<file path="config.mk">
export PLATFORM = sky130hd
export DESIGN_NAME = scancode_to_ascii_decoder_core
export DESIGN_NICKNAME = d
export VERILOG_FILES = /design/src/hw/rtl/scd_pkg.sv /design/src/hw/rtl/scd_flag_mem.sv /design/src/hw/rtl/scd_key_xlat.sv /design/src/hw/rtl/scancode_to_ascii_decoder_core.sv
export SDC_FILE = /design/constraint.sdc
export NUM_CORES = 1
export LEC_CHECK = 0
export ABC_AREA = 1
export CAP_MARGIN = 20
export CORE_MARGIN = 4
export CORE_UTILIZATION = 50
export DETAILED_ROUTE_END_ITERATION = 7
export DONT_BUFFER_PORTS = 1
export MAX_ROUTING_LAYER = met4
export PLACE_DENSITY = 0.74
export SETUP_SLACK_MARGIN = 0.2
export SYNTH_ARGS = -nofsm -noshare
export SYNTH_HDL_FRONTEND = slang
export SYNTH_SLANG_ARGS = --single-unit
</file>
<file path="constraint.sdc">
create_clock -name clk_i -period 2.2 [get_ports clk_i]
set_clock_uncertainty 0.05 [all_clocks]
set_input_delay 0.33 -clock clk_i [delete_from_list [all_inputs] [get_ports clk_i]]
set_output_delay 0.33 -clock clk_i [all_outputs]
set_load 0.01 [all_outputs]
</file>
<file path="src/hw/rtl/scd_pkg.sv">
// scd_pkg: shared types, scancode constants and key translation tables
// for the scancode decoder; no dependencies
package scd_pkg;

  localparam int TABLE_ENTRIES = 84;

  localparam logic [7:0] PREFIX_BYTE  = 8'hE0;
  localparam logic [7:0] LSHIFT_MAKE  = 8'h2A;
  localparam logic [7:0] RSHIFT_MAKE  = 8'h36;
  localparam logic [7:0] LSHIFT_BREAK = 8'hAA;
  localparam logic [7:0] RSHIFT_BREAK = 8'hB6;
  localparam logic [7:0] CTRL_MAKE    = 8'h1D;
  localparam logic [7:0] CTRL_BREAK   = 8'h9D;
  localparam logic [7:0] CAPS_MAKE    = 8'h3A;
  localparam logic [7:0] KEY_C_MAKE   = 8'h2E;
  localparam logic [6:0] KEY_UP       = 7'h48;
  localparam logic [6:0] KEY_DOWN     = 7'h50;
  localparam logic [6:0] KEY_LEFT     = 7'h4B;
  localparam logic [6:0] KEY_RIGHT    = 7'h4D;

  typedef enum logic [2:0] {
    ARROW_NONE  = 3'd0,
    ARROW_UP    = 3'd1,
    ARROW_DOWN  = 3'd2,
    ARROW_LEFT  = 3'd3,
    ARROW_RIGHT = 3'd4
  } arrow_e;

  typedef struct packed {
    logic prefix;
    logic ctrl;
    logic caps;
    logic shift;
  } flags_t;

  typedef struct packed {
    logic       ctrl_held;
    logic       caps_active;
    logic       shift_held;
    logic       interrupt_request;
    logic [6:0] ascii_char;
    logic [2:0] arrow_code;
    logic       extended;
    logic       released;
    logic [6:0] key_number;
  } event_t;

  function automatic logic [6:0] plain_char(input logic [6:0] key);
    logic [6:0] c;
    case (key)
      7'd1:  c = 7'h01;  7'd2:  c = 7'h31;  7'd3:  c = 7'h32;  7'd4:  c = 7'h33;
      7'd5:  c = 7'h34;  7'd6:  c = 7'h35;  7'd7:  c = 7'h36;  7'd8:  c = 7'h37;
      7'd9:  c = 7'h38;  7'd10: c = 7'h39;  7'd11: c = 7'h30;  7'd12: c = 7'h2D;
      7'd13: c = 7'h3D;  7'd14: c = 7'h08;  7'd15: c = 7'h09;  7'd16: c = 7'h71;
      7'd17: c = 7'h77;  7'd18: c = 7'h65;  7'd19: c = 7'h72;  7'd20: c = 7'h74;
      7'd21: c = 7'h79;  7'd22: c = 7'h75;  7'd23: c = 7'h69;  7'd24: c = 7'h6F;
      7'd25: c = 7'h70;  7'd26: c = 7'h5B;  7'd27: c = 7'h5D;  7'd28: c = 7'h0A;
      7'd30: c = 7'h61;  7'd31: c = 7'h73;  7'd32: c = 7'h64;  7'd33: c = 7'h66;
      7'd34: c = 7'h67;  7'd35: c = 7'h68;  7'd36: c = 7'h6A;  7'd37: c = 7'h6B;
      7'd38: c = 7'h6C;  7'd39: c = 7'h3B;  7'd40: c = 7'h27;  7'd41: c = 7'h60;
      7'd43: c = 7'h5C;  7'd44: c = 7'h7A;  7'd45: c = 7'h78;  7'd46: c = 7'h63;
      7'd47: c = 7'h76;  7'd48: c = 7'h62;  7'd49: c = 7'h6E;  7'd50: c = 7'h6D;
      7'd51: c = 7'h2C;  7'd52: c = 7'h2E;  7'd53: c = 7'h2F;  7'd55: c = 7'h2A;
      7'd57: c = 7'h20;  7'd71: c = 7'h37;  7'd72: c = 7'h38;  7'd73: c = 7'h39;
      7'd74: c = 7'h2D;  7'd75: c = 7'h34;  7'd76: c = 7'h35;  7'd77: c = 7'h36;
      7'd78: c = 7'h2B;  7'd79: c = 7'h31;  7'd80: c = 7'h32;  7'd81: c = 7'h33;
      7'd82: c = 7'h30;  7'd83: c = 7'h2E;
      default: c = 7'h00;
    endcase
    return c;
  endfunction

  function automatic logic [6:0] shifted_char(input logic [6:0] key);
    logic [6:0] c;
    case (key)
      7'd1:  c = 7'h01;  7'd2:  c = 7'h21;  7'd3:  c = 7'h40;  7'd4:  c = 7'h23;
      7'd5:  c = 7'h24;  7'd6:  c = 7'h25;  7'd7:  c = 7'h5E;  7'd8:  c = 7'h26;
      7'd9:  c = 7'h2A;  7'd10: c = 7'h28;  7'd11: c = 7'h29;  7'd12: c = 7'h5F;
      7'd13: c = 7'h2B;  7'd14: c = 7'h08;  7'd15: c = 7'h09;  7'd16: c = 7'h51;
      7'd17: c = 7'h57;  7'd18: c = 7'h45;  7'd19: c = 7'h52;  7'd20: c = 7'h54;
      7'd21: c = 7'h59;  7'd22: c = 7'h55;  7'd23: c = 7'h49;  7'd24: c = 7'h4F;
      7'd25: c = 7'h50;  7'd26: c = 7'h7B;  7'd27: c = 7'h7D;  7'd28: c = 7'h0A;
      7'd30: c = 7'h41;  7'd31: c = 7'h53;  7'd32: c = 7'h44;  7'd33: c = 7'h46;
      7'd34: c = 7'h47;  7'd35: c = 7'h48;  7'd36: c = 7'h4A;  7'd37: c = 7'h4B;
      7'd38: c = 7'h4C;  7'd39: c = 7'h3A;  7'd40: c = 7'h22;  7'd41: c = 7'h7E;
      7'd43: c = 7'h7C;  7'd44: c = 7'h5A;  7'd45: c = 7'h58;  7'd46: c = 7'h43;
      7'd47: c = 7'h56;  7'd48: c = 7'h42;  7'd49: c = 7'h4E;  7'd50: c = 7'h4D;
      7'd51: c = 7'h3C;  7'd52: c = 7'h3E;  7'd53: c = 7'h3F;  7'd55: c = 7'h2A;
      7'd57: c = 7'h20;  7'd71: c = 7'h37;  7'd72: c = 7'h38;  7'd73: c = 7'h39;
      7'd74: c = 7'h2D;  7'd75: c = 7'h34;  7'd76: c = 7'h35;  7'd77: c = 7'h36;
      7'd78: c = 7'h2B;  7'd79: c = 7'h31;  7'd80: c = 7'h32;  7'd81: c = 7'h33;
      7'd82: c = 7'h30;  7'd83: c = 7'h2E;
      default: c = 7'h00;
    endcase
    return c;
  endfunction

endpackage

</file>
<file path="src/hw/rtl/scd_flag_mem.sv">
// scd_flag_mem: one-entry synchronous flag memory with registered read,
// reset-valid bit and write forwarding; depends on scd_pkg
module scd_flag_mem (
  input  logic            clk_i,
  input  logic            rst_ni,
  input  logic            we_i,
  input  scd_pkg::flags_t wdata_i,
  output scd_pkg::flags_t rdata_o
);
  import scd_pkg::*;

  flags_t mem_q [1];
  flags_t rd_q;
  flags_t fwd_q;
  logic   valid_q;
  logic   rd_valid_q;
  logic   fwd_valid_q;

  always_ff @(posedge clk_i) begin
    if (we_i) begin
      mem_q[0] <= wdata_i;
    end
    rd_q  <= mem_q[0];
    fwd_q <= wdata_i;
  end

  always_ff @(posedge clk_i or negedge rst_ni) begin
    if (!rst_ni) begin
      valid_q     <= 1'b0;
      rd_valid_q  <= 1'b0;
      fwd_valid_q <= 1'b0;
    end else begin
      if (we_i) begin
        valid_q <= 1'b1;
      end
      rd_valid_q  <= valid_q;
      fwd_valid_q <= we_i;
    end
  end

  // read data lags one write; bypass the word written last cycle
  always_comb begin
    if (fwd_valid_q) begin
      rdata_o = fwd_q;
    end else if (rd_valid_q) begin
      rdata_o = rd_q;
    end else begin
      rdata_o = '0;
    end
  end

  assert property (@(posedge clk_i) disable iff (!rst_ni)
    we_i |=> rdata_o == $past(wdata_i))
    else $error("flag memory read does not return last write");

  assert property (@(posedge clk_i) disable iff (!rst_ni)
    rd_valid_q |-> valid_q)
    else $error("read valid without written entry");

  assert property (@(posedge clk_i) disable iff (!rst_ni)
    !valid_q |-> (rdata_o == '0 || fwd_valid_q))
    else $error("unwritten entry reads nonzero");

endmodule

</file>
<file path="src/hw/rtl/scd_key_xlat.sv">
// scd_key_xlat: modifier update and key event translation for one byte
// depends on scd_pkg tables and types
module scd_key_xlat (
  input  logic [7:0]      byte_i,
  input  scd_pkg::flags_t flags_i,
  output scd_pkg::flags_t flags_o,
  output scd_pkg::event_t event_o,
  output logic            has_result_o
);
  import scd_pkg::*;

  logic [6:0] key;
  arrow_e     arrow;
  logic [6:0] ch;
  flags_t     f;

  assign key = byte_i[6:0];

  always_comb begin
    f = flags_i;
    if (byte_i == PREFIX_BYTE) begin
      f.prefix = 1'b1;
    end else begin
      if (byte_i == LSHIFT_MAKE || byte_i == RSHIFT_MAKE) begin
        f.shift = 1'b1;
      end
      if (byte_i == LSHIFT_BREAK || byte_i == RSHIFT_BREAK) begin
        f.shift = 1'b0;
      end
      if (byte_i == CTRL_MAKE) begin
        f.ctrl = 1'b1;
      end
      if (byte_i == CTRL_BREAK) begin
        f.ctrl = 1'b0;
      end
      if (byte_i == CAPS_MAKE) begin
        f.caps = ~f.caps;
      end
      f.prefix = 1'b0;
    end
  end

  always_comb begin
    arrow = ARROW_NONE;
    if (flags_i.prefix) begin
      case (key)
        KEY_UP:    arrow = ARROW_UP;
        KEY_DOWN:  arrow = ARROW_DOWN;
        KEY_LEFT:  arrow = ARROW_LEFT;
        KEY_RIGHT: arrow = ARROW_RIGHT;
        default:   arrow = ARROW_NONE;
      endcase
    end
  end

  always_comb begin
    ch = 7'h00;
    if (arrow == ARROW_NONE && int'(key) < TABLE_ENTRIES && shifted_char(key) != 7'h00) begin
      ch = (f.shift ^ f.caps) ? shifted_char(key) : plain_char(key);
    end
  end

  assign flags_o      = f;
  assign has_result_o = (byte_i != PREFIX_BYTE);

  always_comb begin
    event_o.key_number        = key;
    event_o.released          = byte_i[7];
    event_o.extended          = flags_i.prefix;
    event_o.arrow_code        = arrow;
    event_o.ascii_char        = ch;
    event_o.interrupt_request = (byte_i == KEY_C_MAKE) && f.ctrl;
    event_o.shift_held        = f.shift;
    event_o.caps_active       = f.caps;
    event_o.ctrl_held         = f.ctrl;
  end

endmodule

</file>
<file path="src/hw/rtl/scancode_to_ascii_decoder_core.sv">
// scancode_to_ascii_decoder_core: scancode set 1 byte stream to key events
// pipeline: byte held in s1_byte_q, then its event word in out_event_q
// throughput: one byte per cycle unless stalled, set by the flag memory RMW loop
// reset: asynchronous active low; clears pipeline valids and the flag memory
// valid bit, so shift, caps, ctrl and prefix read as zero afterwards
// depends on scd_pkg, scd_flag_mem, scd_key_xlat
module scancode_to_ascii_decoder_core (
  input  logic        clk_i,
  input  logic        rst_ni,
  input  logic        s_axis_tvalid,
  output logic        s_axis_tready,
  input  logic [7:0]  s_axis_tdata,   // scan_byte[7:0]
  output logic        m_axis_tvalid,
  input  logic        m_axis_tready,
  // key_number[6:0] released[7] extended[8] arrow_code[11:9] ascii_char[18:12]
  // interrupt_request[19] shift_held[20] caps_active[21] ctrl_held[22] zero[23]
  output logic [23:0] m_axis_tdata
);
  import scd_pkg::*;

  logic       s1_valid_q;
  logic [7:0] s1_byte_q;
  logic       s1_adv;
  logic       s1_fire;
  logic       out_valid_q;
  event_t     out_event_q;
  flags_t     flags_cur;
  flags_t     flags_nxt;
  event_t     ev;
  logic       has_result;

  assign s1_adv        = !out_valid_q || m_axis_tready;
  assign s1_fire       = s1_valid_q && s1_adv;
  assign s_axis_tready = !s1_valid_q || s1_adv;

  scd_flag_mem u_flag_mem (
    .clk_i   (clk_i),
    .rst_ni  (rst_ni),
    .we_i    (s1_fire),
    .wdata_i (flags_nxt),
    .rdata_o (flags_cur)
  );

  scd_key_xlat u_key_xlat (
    .byte_i       (s1_byte_q),
    .flags_i      (flags_cur),
    .flags_o      (flags_nxt),
    .event_o      (ev),
    .has_result_o (has_result)
  );

  always_ff @(posedge clk_i or negedge rst_ni) begin
    if (!rst_ni) begin
      s1_valid_q  <= 1'b0;
      out_valid_q <= 1'b0;
    end else begin
      if (s_axis_tready) begin
        s1_valid_q <= s_axis_tvalid;
      end
      if (s1_adv) begin
        out_valid_q <= s1_valid_q && has_result;
      end
    end
  end

  always_ff @(posedge clk_i) begin
    if (s_axis_tready && s_axis_tvalid) begin
      s1_byte_q <= s_axis_tdata;
    end
    if (s1_fire && has_result) begin
      out_event_q <= ev;
    end
  end

  assign m_axis_tvalid = out_valid_q;
  assign m_axis_tdata  = {1'b0, out_event_q};

  assert property (@(posedge clk_i) disable iff (!rst_ni)
    (s1_fire && s1_byte_q == PREFIX_BYTE) |=> !m_axis_tvalid)
    else $error("prefix byte produced a word");

  assert property (@(posedge clk_i) disable iff (!rst_ni)
    (s1_fire && (s1_byte_q == LSHIFT_MAKE || s1_byte_q == RSHIFT_MAKE))
      |=> (m_axis_tvalid && m_axis_tdata[20]))
    else $error("shift make not reflected in word");

  assert property (@(posedge clk_i) disable iff (!rst_ni)
    m_axis_tvalid |-> (m_axis_tdata[11:9] == 3'd0 || m_axis_tdata[18:12] == 7'd0))
    else $error("arrow and character both set");

  assert property (@(posedge clk_i) disable iff (!rst_ni)
    s1_fire |=> flags_cur == $past(flags_nxt))
    else $error("flag update lost between back-to-back bytes");

endmodule
</file>
# Word-level counts from Yosys, hierarchy flattened
# Memory sizes are Yosys's and may differ from the RTL's. A register that Yosys moved wholly into a read port is not among the register bits.
# Index checks and enable logic that the tools add are counted.
# Widths: inputs -> output; s select.
word_totals:
  in_bits: 12
  latchBits: 0
  mem_bits_ro: 2688
  mem_bits_rw: 4
  register_bits: 40
  word_cells: 72
  output_inout_bits: 26
  memories: 4
classes:
  magnitude_cmp: 1
  shift: 0
  n_addsub: 0
  eq_ne: 14
  multipliers: 0
  n_div: 0
  n_bitwise: 2
  n_mux: 17
  n_reduce_logical: 15
memory_table:
  columns: ["memory", "words", "word_bits", "read_ports", "rd_ports_with_merged_regs", "wr", "line_no", "source"]
  rows:
  - ["(name not given)", 128, 7, 1, 1, 0, "scd_pkg.sv:75", "case (key)"]
  - ["(name not given)", 128, 7, 1, 1, 0, "scd_pkg.sv:75", null]
  - ["(name not given)", 128, 7, 1, 1, 0, "scd_pkg.sv:50", "case (key)"]
  - ["u_flag_mem.mem_q", 1, 4, 1, 1, 1, "scd_flag_mem.sv:12", "flags_t mem_q [1];"]
op_table:
  columns: ["op", "n"]
  rows:
  - ["$eq 8x6->1 const B", 4]
  - ["$eq 8x8->1 const B", 4]
  - ["$eq 7x7->1 const B", 4]
  - ["$mux 7", 4]
  - ["$pmux 3 s4", 1]
  - ["$eq 8x5->1 const B", 1]
  - ["$mux 1", 8]
  - ["$mux 4", 2]
  - ["$ne 8x8->1 const B", 1]
  - ["$logic_and 1x1->1", 7]
  - ["$lt 7x7->1 const B", 1]
  - ["$reduce_bool 7->1", 1]
  - ["$mux 3", 2]
  - ["$logic_or 1x1->1", 4]
  - ["$logic_not 3->1", 1]
  - ["$logic_not 1->1", 2]
  - ["$not 1->1", 1]
  - ["$xor 1x1->1", 1]

# Logic depth before layout (Yosys ltp)
logic_depth:
  ltp_word: 7
  mapped_depth: 16
  mapped_depth_nobuf: 15

# Hierarchy
# A second synthesis with hierarchy kept.
hier_totals:
  hier_cells: 432
  hier_area_um2: 3164.3
by_module_without_submodules:
  columns: ["mod", "instances", "area_per_inst_um2", "cells_each"]
  rows:
  - ["scd_key_xlat", 1, 1699.1, 355]
  - ["scancode_to_ascii_decoder_core", 1, 1049.8, 48]
  - ["scd_flag_mem", 1, 415.4, 29]

# Worst setup path after synthesis
# No wires, ideal clock.
synth_path:
  path_type: "reg2reg"
  start: "reg out_valid_q, in the netlist m_axis_tvalid"
  end: "reg (tool-made name)"
  path_slack_ns: 0.063
  arrival_time_ns: 1.970
  stages_incl_launch_ff: 12
  path_buffers: 1
  synth_period_minus_slack_ns: 2.137
  setup_time_ns: 0.117
  path_cell_list: "dfrtp_1 -> nand3_2 -> nand2_2 -> buf_2 -> nand2_1 -> nand2_1 -> ha_1 -> inv_1 -> nand3_1 -> and3_1 -> o21ai_1 -> nand2_1"
synth_rtl:
  columns: ["item", "line_no", "source"]
  rows:
  - ["start: declaration", "scancode_to_ascii_decoder_core.sv:25", "logic out_valid_q;"]
  - ["start signal: assignment", "scancode_to_ascii_decoder_core.sv:61", "out_valid_q <= s1_valid_q && has_result;"]

==> results.rst <==
.. list-table::
   :header-rows: 1

   * - Metric
     - Value
   * - Horizontal die dimension
     - 93.5 µm
   * - Fraction of synthesized area in multiplexers
     - 0%
   * - Clock Latency Late Sink
     - 0.35 ns
   * - Detail Route Antenna Nets
     - 0
   * - Distinct cell type count after synthesis
     - 38
   * - Maximum number of pins on one net before global-route repair
     - 32
   * - Mean Syn Cell Area
     - 7.68 µm²
   * - Class of the tightest hold or removal check
     - primary input to flip-flop
   * - Post-Route WL
     - 10.5 mm
   * - Gate count after technology mapping
     - 476
   * - Detailed-routing iteration count for the pre-antenna-repair pass
     - 5
   * - Max Fanout on Critical Path
     - 12
   * - Per-cell via count in the routed design
     - 5.57
   * - Maximum vdd ir drop
     - 394 µV
   * - # rows
     - 30
   * - DP Wirelength
     - 7.19 mm
   * - Die Footprint
     - 8740 µm²
   * - Launch point of the worst path
     - s1_valid_q$_DFFE_PN0N_
   * - Maximum Capacitance Violations
     - 0
   * - Die span in y
     - 93.5 µm
   * - Share of post-route cells with drive strength above 1
     - 26.8%
   * - Synthesized cell area
     - 3660 µm²
   * - Finished layout cell area
     - 4570 µm²
   * - Most common cell on crit path
     - sky130_fd_sc_hd__nand2_1
   * - Initial antenna violation count
     - 0
   * - Via count of the first global-routing pass
     - 3184
   * - Via count of the routed design
     - 3426
   * - Number of clock sinks
     - 62
   * - Worst Path Buf+Inv
     - 2
   * - First-pass GRT wire length
     - 16.3 mm
   * - CP Class
     - flip-flop to flip-flop
   * - Kind of start point of the critical path
     - flip-flop
   * - WP data arrival
     - 2.16 ns
   * - Number of levels the H-tree was split into
     - 3
   * - Number of enable-type register cells in the synthesized netlist
     - 35
   * - Chain of cells forming the critical path
     - nand3_4 -> buf_6 -> nand3_4 -> nand2_8 -> buf_6 -> nand2_1 -> nand2_1 -> nand2_2 -> nand3_1 -> nand3_2 -> nand2_1 -> nand2_1
   * - Post-synth net total
     - 501
   * - Final weighted congestion in routability-driven placement
     - 0.979
   * - Final cell utilization of the core
     - 65.7%
   * - Depth of the critical timing path with buffers and inverters included
     - 12
   * - Leftover overflow at the end of global routing
     - 0
   * - Post-synthesis share of cell area spent on xor and xnor gates
     - 0.445%
   * - Initial Utilization
     - 52.6%
   * - Fraction of the yosys area taken by sequential cells
     - 44.2%
   * - Share of flip-flops with an asynchronous set or reset
     - 8.06%
   * - Warnings, synthesis
     - 0
   * - CTS max path bufs
     - 2
   * - Number of cells traversed by the worst register-to-register path
     - 12
   * - Placed Area
     - 3910 µm²
   * - Category of cells accounting for the largest share of critical-path delay
     - simple AND/OR/NAND/NOR gates
   * - CP max-delay cell
     - sky130_fd_sc_hd__dfrtp_1
   * - Outcome
     - completed
   * - Port Buffers
     - 0
   * - Post-Place Setup Slack
     - 0.0526 ns
   * - Drt drc
     - 0
   * - Final Net Count
     - 539
   * - GRT Resource Usage Total
     - 24.9%
   * - Power Density
     - 869 nW/µm²
   * - Max stage delay on crit path
     - 0.42 ns
   * - Top Ports
     - 38
   * - Number of buffers created by CTS
     - 9
   * - Total leakage power
     - 2.12 nW
   * - TNS Setup
     - 0 ns
   * - Pins Over Slew Limit
     - 0
   * - Critical path capture point type
     - flip-flop
   * - Fin worst setup slack
     - 0.223 ns
   * - Area delta synth->final
     - 24.9%
   * - Unrepaired setup endpoints after global routing
     - true
   * - Cell at the root of the clock tree
     - sky130_fd_sc_hd__clkbuf_8
   * - Worst-path clk slew
     - 0.07 ns
   * - Setup violators final
     - 0
   * - TritonCTS clock tree
     - yes
   * - Area share of and/or/nand/nor cells after synthesis
     - 37.6%
   * - Post-synthesis compound-gate area fraction
     - 6.02%
   * - Adder-Cell Fraction of Synth Area
     - 4.45%
   * - Flip-flop and latch count after synthesis
     - 62
   * - Std-Cell Core Area
     - 6940 µm²
   * - Data required time of the critical path
     - 2.39 ns
   * - Wire length per cell
     - 17.1 µm
   * - First DRT Iteration DRCs
     - 346
   * - Fmax
     - 506 MHz
   * - Most used DFF post-synth
     - sky130_fd_sc_hd__edfxtp_1
   * - Hold Vio Cnt, Final
     - 0
   * - Worst reg2reg setup slack
     - 0.22 ns
   * - Fin crit share
     - 89.9%
   * - Clock period minus final worst setup slack
     - 1.98 ns
   * - Antenna cells
     - 0
   * - Largest family of logic cells by synthesized area
     - simple AND/OR/NAND/NOR gates
   * - Startpoint of the lowest-slack register-to-register path
     - s1_valid_q$_DFFE_PN0N_
==> layer usage <==
metal | share of wire (%) | vias up | track usage (%)
met5 | 0 | - | -
met4 | 3.1 | 0 | 11.7
met3 | 6.2 | 31 | 4.59
met2 | 47 | 169 | 36.8
met1 | 44 | 1574 | 33.2
li1 | - | 1652 | -
==> through the flow <==
stage | std cells | hold WS, ns | power [mW]
finish | 615 | 0.0211 | 3.97
global route | 615 | 0.00100 | 4.20
CTS | 594 | 0.00897 | 3.77
detailed placement | 577 | -0.0155 | 2.74
global placement | 577 | -0.0155 | 2.72
floorplan | 476 | -0.0156 | 2.43
==> power breakdown <==
part           leakage (nW)  total, mW  internal [mW]  switching (mW)
registers             0.578       1.61           1.48           0.133
clock network         0.106       1.01          0.550           0.463
logic                  1.44       1.35          0.521           0.826
total                  2.12       3.97           2.55            1.42
==> cells by family after synthesis <==
logic type | count (synthesis)
AND/OR/NAND/NOR | 301
adder cells (fa/ha/maj) | 13
flip-flops | 62
buffers and inverters | 58
XOR/XNOR | 1
other | 1
AO/OA/AOI/OAI | 40
==> what timing repair did <==
action                                 CTS  global route
setup endpoints to repair               11            21
buffers inserted                         0            19
endpoints found under the hold margin    5             0
cloned                                   0             2
hold buffers                             1             0
gates resized for setup                 13            51
pin swaps                                2            13
==> worst register-to-register path: cells and delay by family, from the launching register on <==
| family | cells | cell delay [ns] |
|---|---|---|
| DFF | 1 | 0.42 |
| buffers and inverters | 2 | 0.32 |
| and+or+nand+nor | 10 | 1.07 |
==> worst min path at each step <==
stage               slack, ns  depth (start not counted)             from                        end
global placement        -0.02                          0           rst_ni  m_axis_tvalid$_DFFE_PN0P_
CTS                     0.009                          0  s_axis_tdata[3]     s1_byte_q[3]$_DFFE_PN_
global route            0.001                          0  s_axis_tdata[5]     s1_byte_q[5]$_DFFE_PN_
floorplan               -0.02                          0           rst_ni  m_axis_tvalid$_DFFE_PN0P_
finish                   0.02                          0  s_axis_tdata[0]     s1_byte_q[0]$_DFFE_PN_
detailed placement      -0.02                          0           rst_ni  m_axis_tvalid$_DFFE_PN0P_
==> layout make-up <==
class,instances,area [µm²]
repair buffers,47,447
inverters,38,153
well taps,96,120
clock buffers,10,138
clock inverters,6,60.1
multi-input cells,356,2030
fillers,583,2380
flip-flops and latches,62,1620
==> placed cells by master (no fill, tap or decap), drive strengths merged, types with 5 or more instances in the layout <==
master and n:
a21oi 13, buf 44, clkbuf 12, dfrtp 5
dfxtp 22, edfxtp 35, ha 13, inv 39
nand2 165, nand3 78, nand3b 6, nor2 37
o21ai 20
==> cells in the mapped netlist (3+ instances only) <==
| library cell | count | area, µm² |
|---|---|---|
| sky130_fd_sc_hd__ha_1 | 13 | 163 |
| sky130_fd_sc_hd__inv_1 | 30 | 113 |
| sky130_fd_sc_hd__nor4_1 | 3 | 18.8 |
| sky130_fd_sc_hd__dfxtp_1 | 22 | 440 |
| sky130_fd_sc_hd__clkbuf_1 | 3 | 11.3 |
| sky130_fd_sc_hd__dfrtp_1 | 5 | 125 |
| sky130_fd_sc_hd__nand2_2 | 8 | 50.1 |
| sky130_fd_sc_hd__buf_4 | 4 | 30.0 |
| sky130_fd_sc_hd__nor2_2 | 10 | 62.6 |
| sky130_fd_sc_hd__nand3_2 | 4 | 40.0 |
| sky130_fd_sc_hd__a21oi_1 | 13 | 65.1 |
| sky130_fd_sc_hd__inv_2 | 8 | 30.0 |
| sky130_fd_sc_hd__o21ai_0 | 8 | 40.0 |
| sky130_fd_sc_hd__nor2_1 | 27 | 101 |
| sky130_fd_sc_hd__nand3b_1 | 6 | 45.0 |
| sky130_fd_sc_hd__edfxtp_1 | 35 | 1050 |
| sky130_fd_sc_hd__nand2_1 | 155 | 582 |
| sky130_fd_sc_hd__nand3_1 | 74 | 370 |
| sky130_fd_sc_hd__o21ai_1 | 11 | 55.1 |
| sky130_fd_sc_hd__nand4_1 | 3 | 18.8 |
| sky130_fd_sc_hd__buf_2 | 11 | 55.1 |
No activity file was read; power rests on OpenSTA's default activity.
